**config.mk**
```make
export PLATFORM = sky130hd
export DESIGN_NAME = hd_queue
export DESIGN_NICKNAME = d
export VERILOG_FILES = /design/src/hdl/hd_pkg.sv /design/src/hdl/hd_queue.sv
export SDC_FILE = /design/constraint.sdc
export NUM_CORES = 1
export LEC_CHECK = 0
export BUFFER_PORTS_ARGS = -buffer_cell sky130_fd_sc_hd__clkbuf_2
export CAP_MARGIN = 20
export CELL_PAD_IN_SITES_DETAIL_PLACEMENT = 2
export CELL_PAD_IN_SITES_GLOBAL_PLACEMENT = 2
export CORE_UTILIZATION = 40
export DETAILED_ROUTE_END_ITERATION = 10
export HOLD_SLACK_MARGIN = 0.15
export PLACE_DENSITY = 0.9
export SYNTH_ARGS = -nofsm -noshare
export SYNTH_HDL_FRONTEND = slang
export SYNTH_SLANG_ARGS = --single-unit
```
**constraint.sdc**
```tcl
create_clock -name clk -period 8 [get_ports clk]
set_clock_uncertainty 0.05 [all_clocks]
set_input_delay 1.6 -clock clk [delete_from_list [all_inputs] [get_ports clk]]
set_output_delay 1.6 -clock clk [all_outputs]
set_load 0.005 [all_outputs]
```
**src/hdl/hd_pkg.sv**
```systemverilog
// hd_pkg: shared constants, codes and types for the Huffman tree decoder.
// No dependencies; every other file of the block but hd_ram imports it.
`default_nettype none

package hd_pkg;

  // Sizing of the node store and the code path
  localparam int MAX_NODES    = 512;
  localparam int MAX_CODE_LEN = 32;
  localparam int NODE_W       = $clog2(MAX_NODES);
  localparam int CNT_W        = $clog2(MAX_NODES + 1);

  // Fixed field widths of the channels
  localparam int OP_W     = 2;
  localparam int SYM_W    = 8;
  localparam int CODE_W   = 32;
  localparam int LEN_W    = 6;
  localparam int STATUS_W = 2;

  // Longest code walked by an insert
  localparam int LEN_LIMIT = (MAX_CODE_LEN < CODE_W) ? MAX_CODE_LEN : CODE_W;

  // Symbol held by nodes that are not the end of a code
  localparam logic [SYM_W-1:0] INNER_MARK = 8'h23;

  // Command queue between front and back
  localparam int QPTR_W      = 1;
  localparam int QUEUE_DEPTH = 1 << QPTR_W;

  // Result status codes
  localparam logic [STATUS_W-1:0] ST_OK       = 2'd0;
  localparam logic [STATUS_W-1:0] ST_BAD_PATH = 2'd1;
  localparam logic [STATUS_W-1:0] ST_FULL     = 2'd2;

  // Operation codes
  typedef enum logic [OP_W-1:0] {
    OP_CLEAR  = 2'd0,
    OP_INSERT = 2'd1,
    OP_DECODE = 2'd2,
    OP_NONE   = 2'd3
  } op_t;

  // One node of the code tree; a child of zero means no child
  typedef struct packed {
    logic [NODE_W-1:0] left;
    logic [NODE_W-1:0] right;
    logic [SYM_W-1:0]  sym;
  } node_t;

  localparam int ENTRY_W = $bits(node_t);

  // Classified command as queued for the back end
  typedef struct packed {
    op_t               kind;
    logic [SYM_W-1:0]  symbol;
    logic [CODE_W-1:0] code;     // code left aligned, first bit at the top
    logic [LEN_W-1:0]  len;      // saturated code length
    logic              bit_val;
  } cmd_t;

  // One result word
  typedef struct packed {
    logic                symbol_valid;
    logic [SYM_W-1:0]    decoded_symbol;
    logic [STATUS_W-1:0] status;
  } res_t;

endpackage

`default_nettype wire

```
**src/hdl/hd_queue.sv**
```systemverilog
// hd_queue: short FIFO of classified commands between front and back.
// Depends on hd_pkg.
`default_nettype none

module hd_queue (
  input  logic          clk,
  input  logic          rst,
  input  logic          push,
  input  hd_pkg::cmd_t  push_cmd,
  output logic          full,
  input  logic          pop,
  output logic          pop_valid,
  output hd_pkg::cmd_t  pop_cmd
);
  import hd_pkg::*;

  cmd_t              slots [QUEUE_DEPTH];
  logic [QPTR_W-1:0] wr_ptr;
  logic [QPTR_W-1:0] rd_ptr;
  logic [QPTR_W:0]   count;

  assign full      = (count == (QPTR_W + 1)'(QUEUE_DEPTH));
  assign pop_valid = (count != '0);
  assign pop_cmd   = slots[rd_ptr];

  // Advance pointers and occupancy
  always_ff @(posedge clk) begin
    if (rst) begin
      wr_ptr <= '0;
      rd_ptr <= '0;
      count  <= '0;
    end else begin
      if (push) begin
        wr_ptr <= wr_ptr + QPTR_W'(1);
      end
      if (pop) begin
        rd_ptr <= rd_ptr + QPTR_W'(1);
      end
      case ({push, pop})
        2'b10:   count <= count + (QPTR_W + 1)'(1);
        2'b01:   count <= count - (QPTR_W + 1)'(1);
        default: count <= count;
      endcase
    end
  end

  // Store the incoming command
  always_ff @(posedge clk) begin
    if (push) begin
      slots[wr_ptr] <= push_cmd;
    end
  end

endmodule

`default_nettype wire

```
# Yosys cells after proc, flatten, opt, wreduce, memory -nomap -nowiden
# Memory sizes are Yosys's and may differ from the RTL's. A register that Yosys moved wholly into a read port is not among the register bits.
# Cells that the tools add are included.
[word_totals]
ff_bits = 4
latchBits = 0
ramBits = 98
romBits = 0
input_bits = 53
output_inout_bits = 51
wordCells = 18
n_memories = 1
[memory_table]
columns = ["memory", "depth", "word_bits", "read_ports", "rd_ports_with_merged_regs", "wr", "line", "text"]
rows = [
  ["slots", 2, 49, 1, 1, 1, "hd_queue.sv:17", "cmd_t slots [QUEUE_DEPTH];"],
]
[op_classes]
n_addsub = 4
n_mul = 0
div = 0
order_cmp = 0
n_eq_ne = 3
n_shift = 0
n_mux = 5
n_bitwise = 0
reduce_logical = 2
[op_table]
columns = ["cell", "n"]
rows = [
  ["== test 2 bit (second input constant)", 2],
  ["two-way mux 1 bit", 4],
  ["one-hot mux 2 bit (2 select lines)", 1],
  ["nonzero test 2 bit", 2],
  ["adder 1 bit (second input constant)", 2],
  ["adder 2 x 1 -> 2 bit (second input constant)", 1],
  ["== test 2 x 1 -> 1 bit (second input constant)", 1],
  ["subtractor 2 x 1 -> 2 bit (second input constant)", 1],
]

# Longest topological paths before layout
[depth]
ltp_word = 3
mapped_depth = 5
ltp_nobuf = 5

# Worst setup path after synthesis
# Ideal clock, no wire load.
[synth_timing]
path_type = "input port to flip-flop"
start = "input port push"
end = "memory slots[0][0] in the netlist's numbering, enable pin"
setup_ns = 0.457
arrival_ns = 3.716
t_required_ns = 7.493
slack_ns = 3.777
cell_stages = 2
n_path_buf = 0
cell_sequence = "inv_1 > nor2_1"
[synth_between]
elab_chain_cells = 2
[synth_rtl]
columns = ["element", "line", "text"]
rows = [
  ["start, declared", "hd_queue.sv:8", "input logic push,"],
  ["two-way mux 1 bit", "hd_queue.sv:49", "if (push) begin"],
  ["two-way mux 1 bit (not written as such)", "hd_queue.sv:50", "slots[wr_ptr] <= push_cmd;"],
  ["end, declared", "hd_queue.sv:17", ""],
]
# No other way between the ends.

==> results.sh <==
export IMPL_grt_pass1_vias=2255
export IMPL_remaining_drc_errors=0
export IMPL_maxSlewViolCount=0
export IMPL_rr_endpoint="slots[1][6]"
export IMPL_status="finished clean"
export IMPL_worst_slew_pin_slew_ns=0.679
export IMPL_holdBufCountCts=0
export IMPL_syn_nets=228
export IMPL_grt_pass1_wl_mm=11.9
export IMPL_die_area_sq_um=9720
export IMPL_syn2layout_area_growth_pct=23.5
export IMPL_cp_cell_sequence="buf_12, mux2_2, clkbuf_2"
export IMPL_syn_inst=174
export IMPL_fp_coreArea_sq_um=8890
export IMPL_htreeDepth=3
export IMPL_first_iter_violations=56
export IMPL_dr_pass1_iters=4
export IMPL_clkSlewWorstSetupHoldPaths_ns=0.09
export IMPL_gp_congestion=0.642
export IMPL_rsz0062_at_grt="no"
export IMPL_ys_ff_latch=103
export IMPL_crit_family="flip-flops"
export IMPL_gr_total_overflow=0
export IMPL_holdWs_ns=0.491
export IMPL_cts_resized=0
export IMPL_top_level_ports=104
export IMPL_start_kind="flop"
export IMPL_rrSetupSlack_ns=6.19
export IMPL_powerDensity_nw_per_um2=239
export IMPL_min_period_ns=3.42
export IMPL_antenna_found_initial=0
export IMPL_ir_drop_v=0.000127
export IMPL_maxCapViolations=0
export IMPL_power_mw=1.10
export IMPL_fmax_ghz=0.292
export IMPL_n_fill_cell=812
export IMPL_hp_class="reg2reg"
export IMPL_multiInputGateArea_sq_um=664
export IMPL_drt_total_wl_mm=7.50
export IMPL_n_antenna_cell=0
export IMPL_viasPerCell=4.82
export IMPL_clockBufferDepth=2
export IMPL_p_leak_nw=1.75
export IMPL_dp_hpwl_mm=5.35
export IMPL_yosysSeqAreaShare_pct=81.5
export IMPL_yosysUniqueCellTypes=16
export IMPL_setup_viol=0
export IMPL_drive_above_1_share_pct=60.0
export IMPL_r2r_start="wr_ptr"
export IMPL_io_buffers=103
export IMPL_cts_sinks=103
export IMPL_critPathCaptureType="output pin"
export IMPL_die_w_um=98.6
export IMPL_cts_root_buf="clkbuf_8"
export IMPL_grt_usage_pct=16.8
export IMPL_hold_viol_final=0
export IMPL_cts_tree="yes"
export IMPL_synth_top_area_share_pct=78.8
export IMPL_post_cts_buffers=0
export IMPL_slew_headroom_pct=54.7
export IMPL_postRouteAntennaNets=0
export IMPL_vias=1917
export IMPL_insertion_delay_ns=0.35
export IMPL_slowest_stage="dfxtp_2"
export IMPL_floorplan_initialDensity_pct=42.0
export IMPL_rr_worst_depth=2
export IMPL_rows=34
export IMPL_crit_type="reg2out"
export IMPL_worst_path_buf_inv=2
export IMPL_final_cell_mix="103 x clkbuf_2, 98 x edfxtp_1, 49 x mux2_2"
export IMPL_slowest_delay_ns=0.64
export IMPL_fin_util_pct=51.8
export IMPL_cts_buffers=9
export IMPL_syn_area_per_cell_sq_um=21.5
export IMPL_period_share_pct=42.8
export IMPL_tns_ns=0
export IMPL_synth_area_sq_um=3730
export IMPL_die_h_um=98.6
export IMPL_endpoint="pop_cmd[22]"
export IMPL_final_nets=340
export IMPL_final_common_cell="clkbuf_2"
export IMPL_worstPathArrival_ns=1.77
export IMPL_required_ns=6.35
export IMPL_path_depth=3
export IMPL_cp_max_fo=32
export IMPL_wl_per_cell_um=18.8
export IMPL_register_area_sq_um=3040
export IMPL_grt_max_degree=50
export IMPL_synthTopCellsByArea="edfxtp_1 79%, mux2_2 15%, dfxtp_1 2.7%, xnor2_1 0.70%, nor2_1 0.50%"
export IMPL_yosys_area_top_type="edfxtp_1"
export IMPL_synth_warnings=0
cells by family after synthesis:
| kind of cell | count (synthesis) | share of synthesized area, % |
|---|---|---|
| AO/OA/AOI/OAI | 2 | 0.268 |
| XOR/XNOR | 4 | 0.939 |
| adder cells (fa/ha/maj) | 1 | 0.335 |
| buffers and inverters | 6 | 0.905 |
| flip-flops | 103 | 81.5 |
| multiplexers | 49 | 14.8 |
| AND/OR/NAND/NOR | 9 | 1.24 |
final cells by class:
| class | instances | area share [%] |
|---|---|---|
| clock inverters | 5 | 1.79 |
| well taps | 108 | 2.93 |
| clock buffers | 10 | 2.77 |
| flip-flops and latches | 103 | 66.1 |
| multi-input cells | 65 | 14.4 |
| repair buffers | 106 | 11.9 |
| inverters | 1 | 0.0815 |
routing by layer:
layer | up-vias | wire length [um] | GRT usage [%] | share of wire (%)
met5 | - | 0 | 0 | 0
met4 | 0 | 63 | 4.13 | 0.84
li1 | 898 | - | - | -
met3 | 9 | 519 | 6.88 | 6.9
met2 | 69 | 4310 | 32.2 | 58
met1 | 941 | 2600 | 16.8 | 35
cell usage after synthesis (all sizes together):
| master | count |
|---|---|
| a21oi | 1 |
| and2 | 1 |
| and2b | 1 |
| buf | 5 |
| dfxtp | 5 |
| edfxtp | 98 |
| ha | 1 |
| inv | 1 |
| mux2 | 49 |
| nor2 | 5 |
| o21ai | 1 |
| or2 | 1 |
| or3 | 1 |
| xnor2 | 3 |
| xor2 | 1 |
worst min-delay path, delay by kind of cell, from the launching register on:
family | cells | cell delay [ns]
compound gates | 2 | 0.15
flops | 1 | 0.35
power breakdown:
part           total, mW  internal [mW]  switching, mW
registers          0.641          0.628         0.0135
logic              0.118         0.0619         0.0563
clock network      0.341          0.176          0.165
total               1.10          0.865          0.235
sequential cells by signal, summed over array words and instances, names as in the netlist, named ones only:
name    count
rd_ptr      1
wr_ptr      1
slots      98
count       2
stage by stage:
step / setup slack, ns / area [sq um] / cells
after floorplan: 3.78 / 3730 / 174
after global placement: 4.66 / 4380 / 382
after detailed placement: 4.84 / 4400 / 383
after CTS: 4.51 / 4610 / 398
after global routing: 4.45 / 4610 / 398
final: 4.58 / 4610 / 398
how the worst min path moves through the flow:
stage	from	endpoint	slack (ns)	depth (start not counted)
6_report	count[1]	count[1]	0.49	2
5_1_grt	count[1]	count[1]	0.51	2
4_1_cts	count[1]	count[1]	0.49	2
3_5_place_dp	count[1]	count[1]	0.47	2
3_3_place_gp	count[1]	count[1]	0.43	2
2_1_floorplan	count[1]	count[1]	0.41	2
Power figures use the tool's default switching activity.
