<file path="src/hdl/hd_pkg.sv">
// hd_pkg: shared constants, codes and types for the Huffman tree decoder.
// No dependencies; every other file of the block but hd_ram imports it.
`default_nettype none

package hd_pkg;

  // Sizing of the node store and the code path
  localparam int MAX_NODES    = 512;
  localparam int MAX_CODE_LEN = 32;
  localparam int NODE_W       = $clog2(MAX_NODES);
  localparam int CNT_W        = $clog2(MAX_NODES + 1);

  // Fixed field widths of the channels
  localparam int OP_W     = 2;
  localparam int SYM_W    = 8;
  localparam int CODE_W   = 32;
  localparam int LEN_W    = 6;
  localparam int STATUS_W = 2;

  // Longest code walked by an insert
  localparam int LEN_LIMIT = (MAX_CODE_LEN < CODE_W) ? MAX_CODE_LEN : CODE_W;

  // Symbol held by nodes that are not the end of a code
  localparam logic [SYM_W-1:0] INNER_MARK = 8'h23;

  // Command queue between front and back
  localparam int QPTR_W      = 1;
  localparam int QUEUE_DEPTH = 1 << QPTR_W;

  // Result status codes
  localparam logic [STATUS_W-1:0] ST_OK       = 2'd0;
  localparam logic [STATUS_W-1:0] ST_BAD_PATH = 2'd1;
  localparam logic [STATUS_W-1:0] ST_FULL     = 2'd2;

  // Operation codes
  typedef enum logic [OP_W-1:0] {
    OP_CLEAR  = 2'd0,
    OP_INSERT = 2'd1,
    OP_DECODE = 2'd2,
    OP_NONE   = 2'd3
  } op_t;

  // One node of the code tree; a child of zero means no child
  typedef struct packed {
    logic [NODE_W-1:0] left;
    logic [NODE_W-1:0] right;
    logic [SYM_W-1:0]  sym;
  } node_t;

  localparam int ENTRY_W = $bits(node_t);

  // Classified command as queued for the back end
  typedef struct packed {
    op_t               kind;
    logic [SYM_W-1:0]  symbol;
    logic [CODE_W-1:0] code;     // code left aligned, first bit at the top
    logic [LEN_W-1:0]  len;      // saturated code length
    logic              bit_val;
  } cmd_t;

  // One result word
  typedef struct packed {
    logic                symbol_valid;
    logic [SYM_W-1:0]    decoded_symbol;
    logic [STATUS_W-1:0] status;
  } res_t;

endpackage

`default_nettype wire

</file>
<file path="src/hdl/hd_in_if.sv">
// hd_in_if: input channel of the decoder, valid/ready plus one command word.
// Depends on hd_pkg for field widths.
`default_nettype none

interface hd_in_if;
  import hd_pkg::*;

  logic              valid;
  logic              ready;
  logic [OP_W-1:0]   operation;
  logic [SYM_W-1:0]  symbol;
  logic [CODE_W-1:0] code_bits;
  logic [LEN_W-1:0]  code_length;
  logic              encoded_bit;

  modport source (
    output valid, operation, symbol, code_bits, code_length, encoded_bit,
    input  ready
  );

  modport sink (
    input  valid, operation, symbol, code_bits, code_length, encoded_bit,
    output ready
  );
endinterface

`default_nettype wire

</file>
<file path="src/hdl/hd_front.sv">
// hd_front: accepts input words, classifies the operation, saturates and
// left-aligns the insert code. Depends on hd_pkg and hd_in_if.
`default_nettype none

module hd_front (
  hd_in_if.sink         item,
  input  logic          queue_full,
  output logic          push,
  output hd_pkg::cmd_t  cmd
);
  import hd_pkg::*;

  logic [LEN_W-1:0] len_sat;
  logic [LEN_W-1:0] align_shift;

  // Take a word whenever the queue has room
  assign item.ready = !queue_full;
  assign push       = item.valid && !queue_full;

  // Clamp the code length and move the first code bit to the top
  assign len_sat     = (item.code_length > LEN_W'(LEN_LIMIT)) ? LEN_W'(LEN_LIMIT)
                                                              : item.code_length;
  assign align_shift = LEN_W'(CODE_W) - len_sat;

  always_comb begin
    cmd.symbol  = item.symbol;
    cmd.code    = item.code_bits << align_shift;
    cmd.len     = len_sat;
    cmd.bit_val = item.encoded_bit;
    // Decode the operation field; unused codes map to OP_NONE
    case (item.operation)
      OP_W'(OP_CLEAR):  cmd.kind = OP_CLEAR;
      OP_W'(OP_INSERT): cmd.kind = OP_INSERT;
      OP_W'(OP_DECODE): cmd.kind = OP_DECODE;
      default:          cmd.kind = OP_NONE;
    endcase
  end

endmodule

`default_nettype wire

</file>
<file path="src/flat_wrapper.sv">
// flat-port wrapper written by rule: the top's interface ports become plain ports
module hd_front_flat import hd_pkg::*;
  (queue_full, push, cmd, item_valid, item_operation, item_symbol, item_code_bits, item_code_length, item_encoded_bit, item_ready);
  hd_in_if item_i ();
  input  logic queue_full;
  output logic push;
  output hd_pkg::cmd_t cmd;
  input wire logic [$bits(item_i.valid)-1:0] item_valid;
  input wire logic [$bits(item_i.operation)-1:0] item_operation;
  input wire logic [$bits(item_i.symbol)-1:0] item_symbol;
  input wire logic [$bits(item_i.code_bits)-1:0] item_code_bits;
  input wire logic [$bits(item_i.code_length)-1:0] item_code_length;
  input wire logic [$bits(item_i.encoded_bit)-1:0] item_encoded_bit;
  output wire logic [$bits(item_i.ready)-1:0] item_ready;
  assign item_i.valid = item_valid;
  assign item_i.operation = item_operation;
  assign item_i.symbol = item_symbol;
  assign item_i.code_bits = item_code_bits;
  assign item_i.code_length = item_code_length;
  assign item_i.encoded_bit = item_encoded_bit;
  assign item_ready = item_i.ready;
  hd_front u_core (.item(item_i), .queue_full(queue_full), .push(push), .cmd(cmd));
endmodule
</file>
<file path="config.mk">
export PLATFORM = sky130hd
export DESIGN_NAME = hd_front_flat
export DESIGN_NICKNAME = d
export VERILOG_FILES = /design/src/hdl/hd_pkg.sv /design/src/hdl/hd_in_if.sv /design/src/hdl/hd_front.sv /design/src/flat_wrapper.sv
export SDC_FILE = /design/constraint.sdc
export NUM_CORES = 1
export LEC_CHECK = 0
export BUFFER_PORTS_ARGS = -buffer_cell sky130_fd_sc_hd__clkbuf_2
export CORE_ASPECT_RATIO = 1.1
export CORE_MARGIN = 4
export CORE_UTILIZATION = 46
export DETAILED_ROUTE_END_ITERATION = 10
export PLACE_DENSITY = 0.92
export SYNTH_ARGS = -nofsm -noshare
export SYNTH_HDL_FRONTEND = slang
export SYNTH_SLANG_ARGS = --single-unit
</file>
<file path="constraint.sdc">
create_clock -name vclk -period 3
set_input_delay 0.15 -clock vclk [all_inputs]
set_output_delay 0.15 -clock vclk [all_outputs]
set_load 0.02 [all_outputs]
</file>
After elaboration in Yosys (flattened, before gate mapping)
Index checks and enable logic that the tools add are counted.

operators by class
  add/sub/neg operators = 1
  magnitude comparators = 1
  eq/ne operators = 2
  shifts and indexed selects = 1
  mux-type cells = 2
  reduce and logical (&&, ||, !) cells = 3

operator list
  kind                                                                   count
  32-bit by 6-bit << shifter with 32-bit output                          1
  6-bit > comparator, second input constant                              1
  6-bit 2-to-1 mux                                                       1
  2-bit one-hot mux with 3 select lines                                  1
  6-bit subtractor, first input constant                                 1
  2-bit by 1-bit equality test with 1-bit output, second input constant  1
  2-bit equality test, second input constant                             1
  2-bit zero test                                                        1
  1-bit logical AND                                                      1
  1-bit zero test                                                        1

storage, ports and cells
  register bits = 0
  output and inout port bits = 51
  word-level logic and storage cells = 10

Longest topological paths before layout
Gate-level depths: netlist of the first run.

  depth in word-level cells = 4
  mapped depth = 15
  depth with buffers taken out = 9

Worst setup path before layout of the first run
OpenSTA, ideal clock, no wires.

  path type = input -> output
  start = input port item_code_length[5]
  end = output port cmd[23] in the netlist's numbering
  arrival = 3.080 ns
  data required time = 2.850 ns
  setup slack = -0.230 ns
  stages on the path = 13
  buffers on the path = 7
  cells stage by stage = nand2b_1 buf_6 buf_2 buf_4 buf_2 ha_1 buf_2 buf_2 buf_1 mux2i_1 a21o_1 o21ai_0 a221oi_1

RTL lines
  item         line                RTL
  from (decl)  flat_wrapper.sv:12  input wire logic [$bits(item_i.code_length)-1:0] item_code_length;
  to (decl)    flat_wrapper.sv:7   output hd_pkg::cmd_t cmd;

==> impl_metrics.yaml, run 1 <==
floorplan:
  ios: 102
  start_util: 0.4720
  core_um2: 5000
  die_h_um: 83.12
  die_area_um2: 6341
  dieWidth_um: 76.29
  rows: 27
status:
  status: "finished clean"
finish:
  regArea_um2: 0
  final_common_cell: "clkbuf_2"
  n_clock_buffer: 0
  areaGrowthSynthToFinish_pct: 17.44
  post-route-util: 0.5543
  final_nets: 419
  final_cell_mix: "clkbuf_2, mux2i_1, nor2_1"
  seq_cell_count: 0
  diodes: 0
  drive_gt1_frac: 0.3699
sta:
  worstMarginPinSlew_ps: 774.7
  finalSetupTns_ps: 0
  rsz0062_at_grt: "false"
  finalSetupViolCount: 0
  post-route-period-util: 0.9257
  slew_viol_final: 0
  fmax_mhz: 360.1
  fin_crit_ps: 2777
  hold_viol: 0
  slew-limit-headroom: 0.4815
pwr:
  sw_frac_of_total: 0.6006
  vdd_drop_max_mv: 0.1475
  seq_power_share: 0
  combPwrFrac: 1.000
  power.share.clock: 0
  p_total_uw: 822.9
  internal_power_uw: 328.7
  p_leak_uw: 0.001274
  p_sw_uw: 494.3
  power_density_nw_per_um2: 296.9
route:
  vias: 2994
  drt_iter0_drc: 393
  via_per_inst: 7.078
  wirelength_mm: 8.370
  drt-wirelength-per-cell_um: 19.79
  drt.antenna.violating_nets: 0
  drc: 0
  drtPass1Iterations: 7
synthesis:
  syn_inst: 309
  yosysUniqueCellTypes: 60
  yosys_warnings: 0
  syn_area_um2: 2360
  syn_nets: 361
  avgSynthCellArea_um2: 7.637
  seq_area_frac_synth: 0
placement:
  dpl.hpwl_mm: 6.548
  place.port_buffers: 80
  place.gp.congestion: 1.014
worst_setup_path:
  cpPeakStageDelay_ps: 470
  cp_common_cell: "mux2i_1"
  worst_setup_path_start_kind: "input port"
  worstPathArrival_ps: 2630
  worstPathMaxFanout: 34
  critPathSlowestCell: "mux2i_1"
  critPathRequiredTime_ps: 2850
  crit_type: "in2out"
  critical_path.endpoint_type: "primary output"
  crit_chain: "clkbuf_2, nand2b_1, buf_4, inv_1, buf_4, mux2i_1, mux2i_1, mux2i_1, a211oi_1, clkbuf_2"
grt:
  grt-ovfl-total: 0
  grt_pass1_wl_mm: 13.81
  antenna_found_initial: 0
  grt_pass1_vias: 2873
  grt.total_usage: 0.2531
  grt_max_degree: 40
clock_network:
  hold_buffers: 0
  cts_setup_buffers: 0
  post_cts_resize_count: 0
job:
  drv_cap: 0
min_path:
  min_path_type: "in2out"
-- power groups by stage --
| stage | logic (uW) | registers (uW) | clock network [uW] |
|---|---|---|---|
| floorplan | 584 | 0 | 0 |
| global route | 879 | 0 | 0 |
| detailed placement | 800 | 0 | 0 |
| global placement | 783 | 0 | 0 |
| finish | 823 | 0 | 0 |
| CTS | 802 | 0 | 0 |
-- cell usage after synthesis, drive strengths merged (2+ instances only) --
cell    count  area [um^2]
a221o       3        30.03
o22a        2        17.52
nand2      27        101.4
inv         9        33.78
mux4       18        416.7
nor4        2        12.51
nand2b      2        12.51
buf        30        193.9
mux2i      35        354.1
a21boi      2        15.01
o21ai      13        68.81
a22oi       2        15.01
nor2       30        112.6
nor2b       5        31.28
nand3      11        60.06
clkbuf      9        33.78
xnor2       2        17.52
and3b       2        17.52
o32ai       2        17.52
a21oi      20        100.1
o221ai      8        70.07
a21o        5        37.54
o21a        6        45.04
o22ai       3        18.77
mux2       12        138.9
nor3        9        50.05
a221oi      4        35.03
a211oi      4        30.03
a311o       2        21.27
a31oi       6        37.54
a311oi      3        26.28
and2b       2        15.01
and3        3        18.77
-- worst max-delay path, delay by kind of cell --
family | cells | cell delay [ps]
AND/OR/NAND/NOR | 1 | 130
multiplexers | 3 | 840
AO/OA/AOI/OAI | 1 | 310
buffers and inverters | 5 | 1180
-- cell type report --
cell class	count	area, um^2
fill	464	2228
inverter	9	33.78
timing repair buffer	95	538.0
multi-input combinational	261	2127
tap	58	72.57
-- routing by layer --
metal	wire (um)	track usage	vias to the layer above
met2	3897	0.4149	267
met3	1008	0.05531	58
met4	370	0.09390	0
met1	3094	0.3244	1360
met5	0	0	-
li1	-	-	1309
-- per-stage QoR --
step / instance area, um^2 / std cells / worst slack [ps] / hold slack (ps)
final: 2771 / 423 / 222.9 / 300.0
after global routing: 2771 / 423 / 26.90 / 300.0
after CTS: 2771 / 423 / 284.2 / 300.1
after detailed placement: 2771 / 423 / 290.1 / 300.1
after global placement: 2771 / 423 / 351.4 / 300.1
after floorplan: 2372 / 309 / 13.56 / 376.6
-- logic make-up after synthesis --
kind of cell    share of synthesized area
simple gates                       0.2036
compound gates                     0.2874
buf+inv                            0.1108
fa+ha+maj                        0.005301
mux                                0.3855
xor+xnor                         0.007424
-- path summary, 6_finish.rpt --
kind / startpoint / endpoint / slack, ps / cells past startpoint
worst max-delay path: item_code_length[0] / cmd[21] / 220 / 10
worst min-delay path: item_symbol[1] / cmd[40] / 300 / 0
Note: power is estimated with default switching activity, not from simulation.
==> run 2: changes to the inputs <==
ABC_AREA = 1   (was not set)
CORE_UTILIZATION = 44   (was 46)
==> run 2 against run 1 <==
Total power is 12% lower. Maximum frequency is 16% higher. Routed wire length is 14% lower. Final area is 18% lower. Largest power group unchanged.
==> impl_metrics.yaml, run 2 <==
finish:
  regArea_um2: 0
  fin_area_um2: 2267
  seq_cell_count: 0
  areaGrowthSynthToFinish_pct: 13.89
  n_fill_cell: 488
  final_common_cell: "nand3_1"
  drive_gt1_frac: 0.2358
  diodes: 0
  final_nets: 512
  n_clock_buffer: 0
  final_cell_mix: "nand3_1, nand2_1, clkbuf_2"
  multi_input_area_um2: 1680
pwr:
  power.share.clock: 0
  vdd_drop_max_mv: 0.1704
  p_sw_uw: 493.6
  seq_power_share: 0
  p_leak_uw: 0.001270
  combPwrFrac: 1.000
  internal_power_uw: 227.7
  power_density_nw_per_um2: 318.2
  sw_frac_of_total: 0.6843
sta:
  finalSetupViolCount: 0
  hold_viol: 0
  fmax_mhz: 418.7
  slew_viol_final: 0
  post-route-period-util: 0.7962
  worstMarginPinSlew_ps: 677.7
  fin_crit_ps: 2388
  slew-limit-headroom: 0.5477
  rsz0062_at_grt: "false"
  finalSetupTns_ps: 0
route:
  drtPass1Iterations: 6
  drt-wirelength-per-cell_um: 14.09
  via_per_inst: 6.090
  drt.antenna.violating_nets: 0
  wirelength_mm: 7.212
  drt_iter0_drc: 392
  vias: 3118
  met3_length_um: 815
  met2_wirelength_mm: 3.290
  drc: 0
  highest_layer: "met4"
  met1_length_mm: 2.756
synthesis:
  syn_inst: 411
  yosysUniqueCellTypes: 20
  synth_fa_ha_area_frac: 0.006285
  syn_area_um2: 1991
  synth_top_area_share: 0.5405
  synth_simple_gate_area_frac: 0.8265
  synth_compound_area_frac: 0.002514
  yosys_warnings: 0
  syn_nets: 463
  synth_commonest_cells: "nand3_1, nand2_1, buf_4"
  seq_area_frac_synth: 0
  synth_top_family_by_area: "simple AND/OR/NAND/NOR gates"
  avgSynthCellArea_um2: 4.843
  synthXorXnorAreaFrac: 0.008799
  yosysMostFrequentCell: "nand3_1"
  synth_largest_area_cell: "nand3_1"
  ys_top_cells_by_area: "nand3_1, nand2_1, buf_4"
  muxShareOfSynthArea: 0
worst_setup_path:
  crit_type: "in2out"
  worstPathArrival_ps: 2240
  critPathRequiredTime_ps: 2850
  critical_path.endpoint_type: "primary output"
  worst_setup_path_start_kind: "input port"
  worstPathMaxFanout: 19
grt:
  grt_max_degree: 36
  grt_pass1_wl_mm: 11.94
  grt.total_usage: 0.2473
  grt-ovfl-total: 0
  antenna_found_initial: 0
  grt_pass1_vias: 2743
floorplan:
  start_util: 0.4578
  rows: 25
  ios: 102
  die_area_um2: 5665
  die_h_um: 78.55
  dieWidth_um: 72.13
  core_um2: 4348
placement:
  place.gp.congestion: 0.9686
  place.port_buffers: 80
  placed_area_um2: 2267
  dpl.hpwl_mm: 5.543
clock_network:
  hold_buffers: 0
  cts_setup_buffers: 0
  post_cts_resize_count: 0
min_path:
  min_path_type: "in2out"
status:
  status: "finished clean"
job:
  drv_cap: 0
==> run 2: cell types whose count changed in the layout (fill, tap and decap cells not counted), moves of 8 or more <==
cell      previous run  this run
nor2_2               0        12
mux4_2              15         0
nand3_1             10       215
o221ai_1             8         0
mux2i_1             34         0
mux2_2              11         0
nor2_1              30        13
a21oi_1             20         0
nand2_1             27       101
==> run 2: per-stage QoR <==
| stage | cells | total power, uW | util | setup WS, ps | hold WS [ps] |
|---|---|---|---|---|---|
| 2_1_floorplan | 411 | 553.8 | - | 926.2 | 376.6 |
| 3_3_place_gp | 512 | 701.2 | 0.5214 | 733.0 | 300.1 |
| 5_1_grt | 512 | 798.1 | 0.5214 | 427.3 | 300.0 |
| 4_1_cts | 512 | 712.1 | 0.5214 | 657.8 | 300.1 |
| 6_report | 512 | 721.4 | 0.5214 | 611.5 | 300.0 |
| 3_5_place_dp | 512 | 709.8 | 0.5214 | 670.1 | 300.1 |
==> run 2: routing by layer <==
metal  vias up  GRT usage
met1      1371     0.3235
li1       1508          -
met2       207     0.4144
met4         0     0.1034
met5         -          0
met3        32    0.01280
==> run 2: final timing paths <==
path | startpoint | to | slack (ps) | depth (start not counted)
max | item_code_length[2] | cmd[24] | 610 | 14
min | item_encoded_bit | cmd[0] | 300 | 0
==> run 2: critical path: stages <==
cell	delay, ps
clkbuf_2	110
nor2_1	100
nand3_1	70
nand2_1	60
nand2_1	70
ha_1	310
inv_1	330
buf_4	310
nand3_1	140
nand3_1	130
nand3_1	140
nand3_1	100
nand2_1	50
clkbuf_2	150
==> run 2: cell families (layout without fill, tap and decap cells) <==
family,count (synthesis),after routing
adder cells (fa/ha/maj),1,1
buffers and inverters,56,103
AO/OA/AOI/OAI,1,1
AND/OR/NAND/NOR,351,351
XOR/XNOR,2,2
==> run 2: layout make-up <==
cell class / count / share of cell area
timing repair buffer: 88 / 0.2031
inverter: 15 / 0.02594
tap: 54 / 0.02980
multi-input combinational: 355 / 0.7412
==> run 2: power by group through the flow <==
stage               sequential (uW)  combinational [uW]  clock [uW]
detailed placement                0                 710           0
CTS                               0                 712           0
global placement                  0                 701           0
floorplan                         0                 554           0
global route                      0                 798           0
finish                            0                 721           0
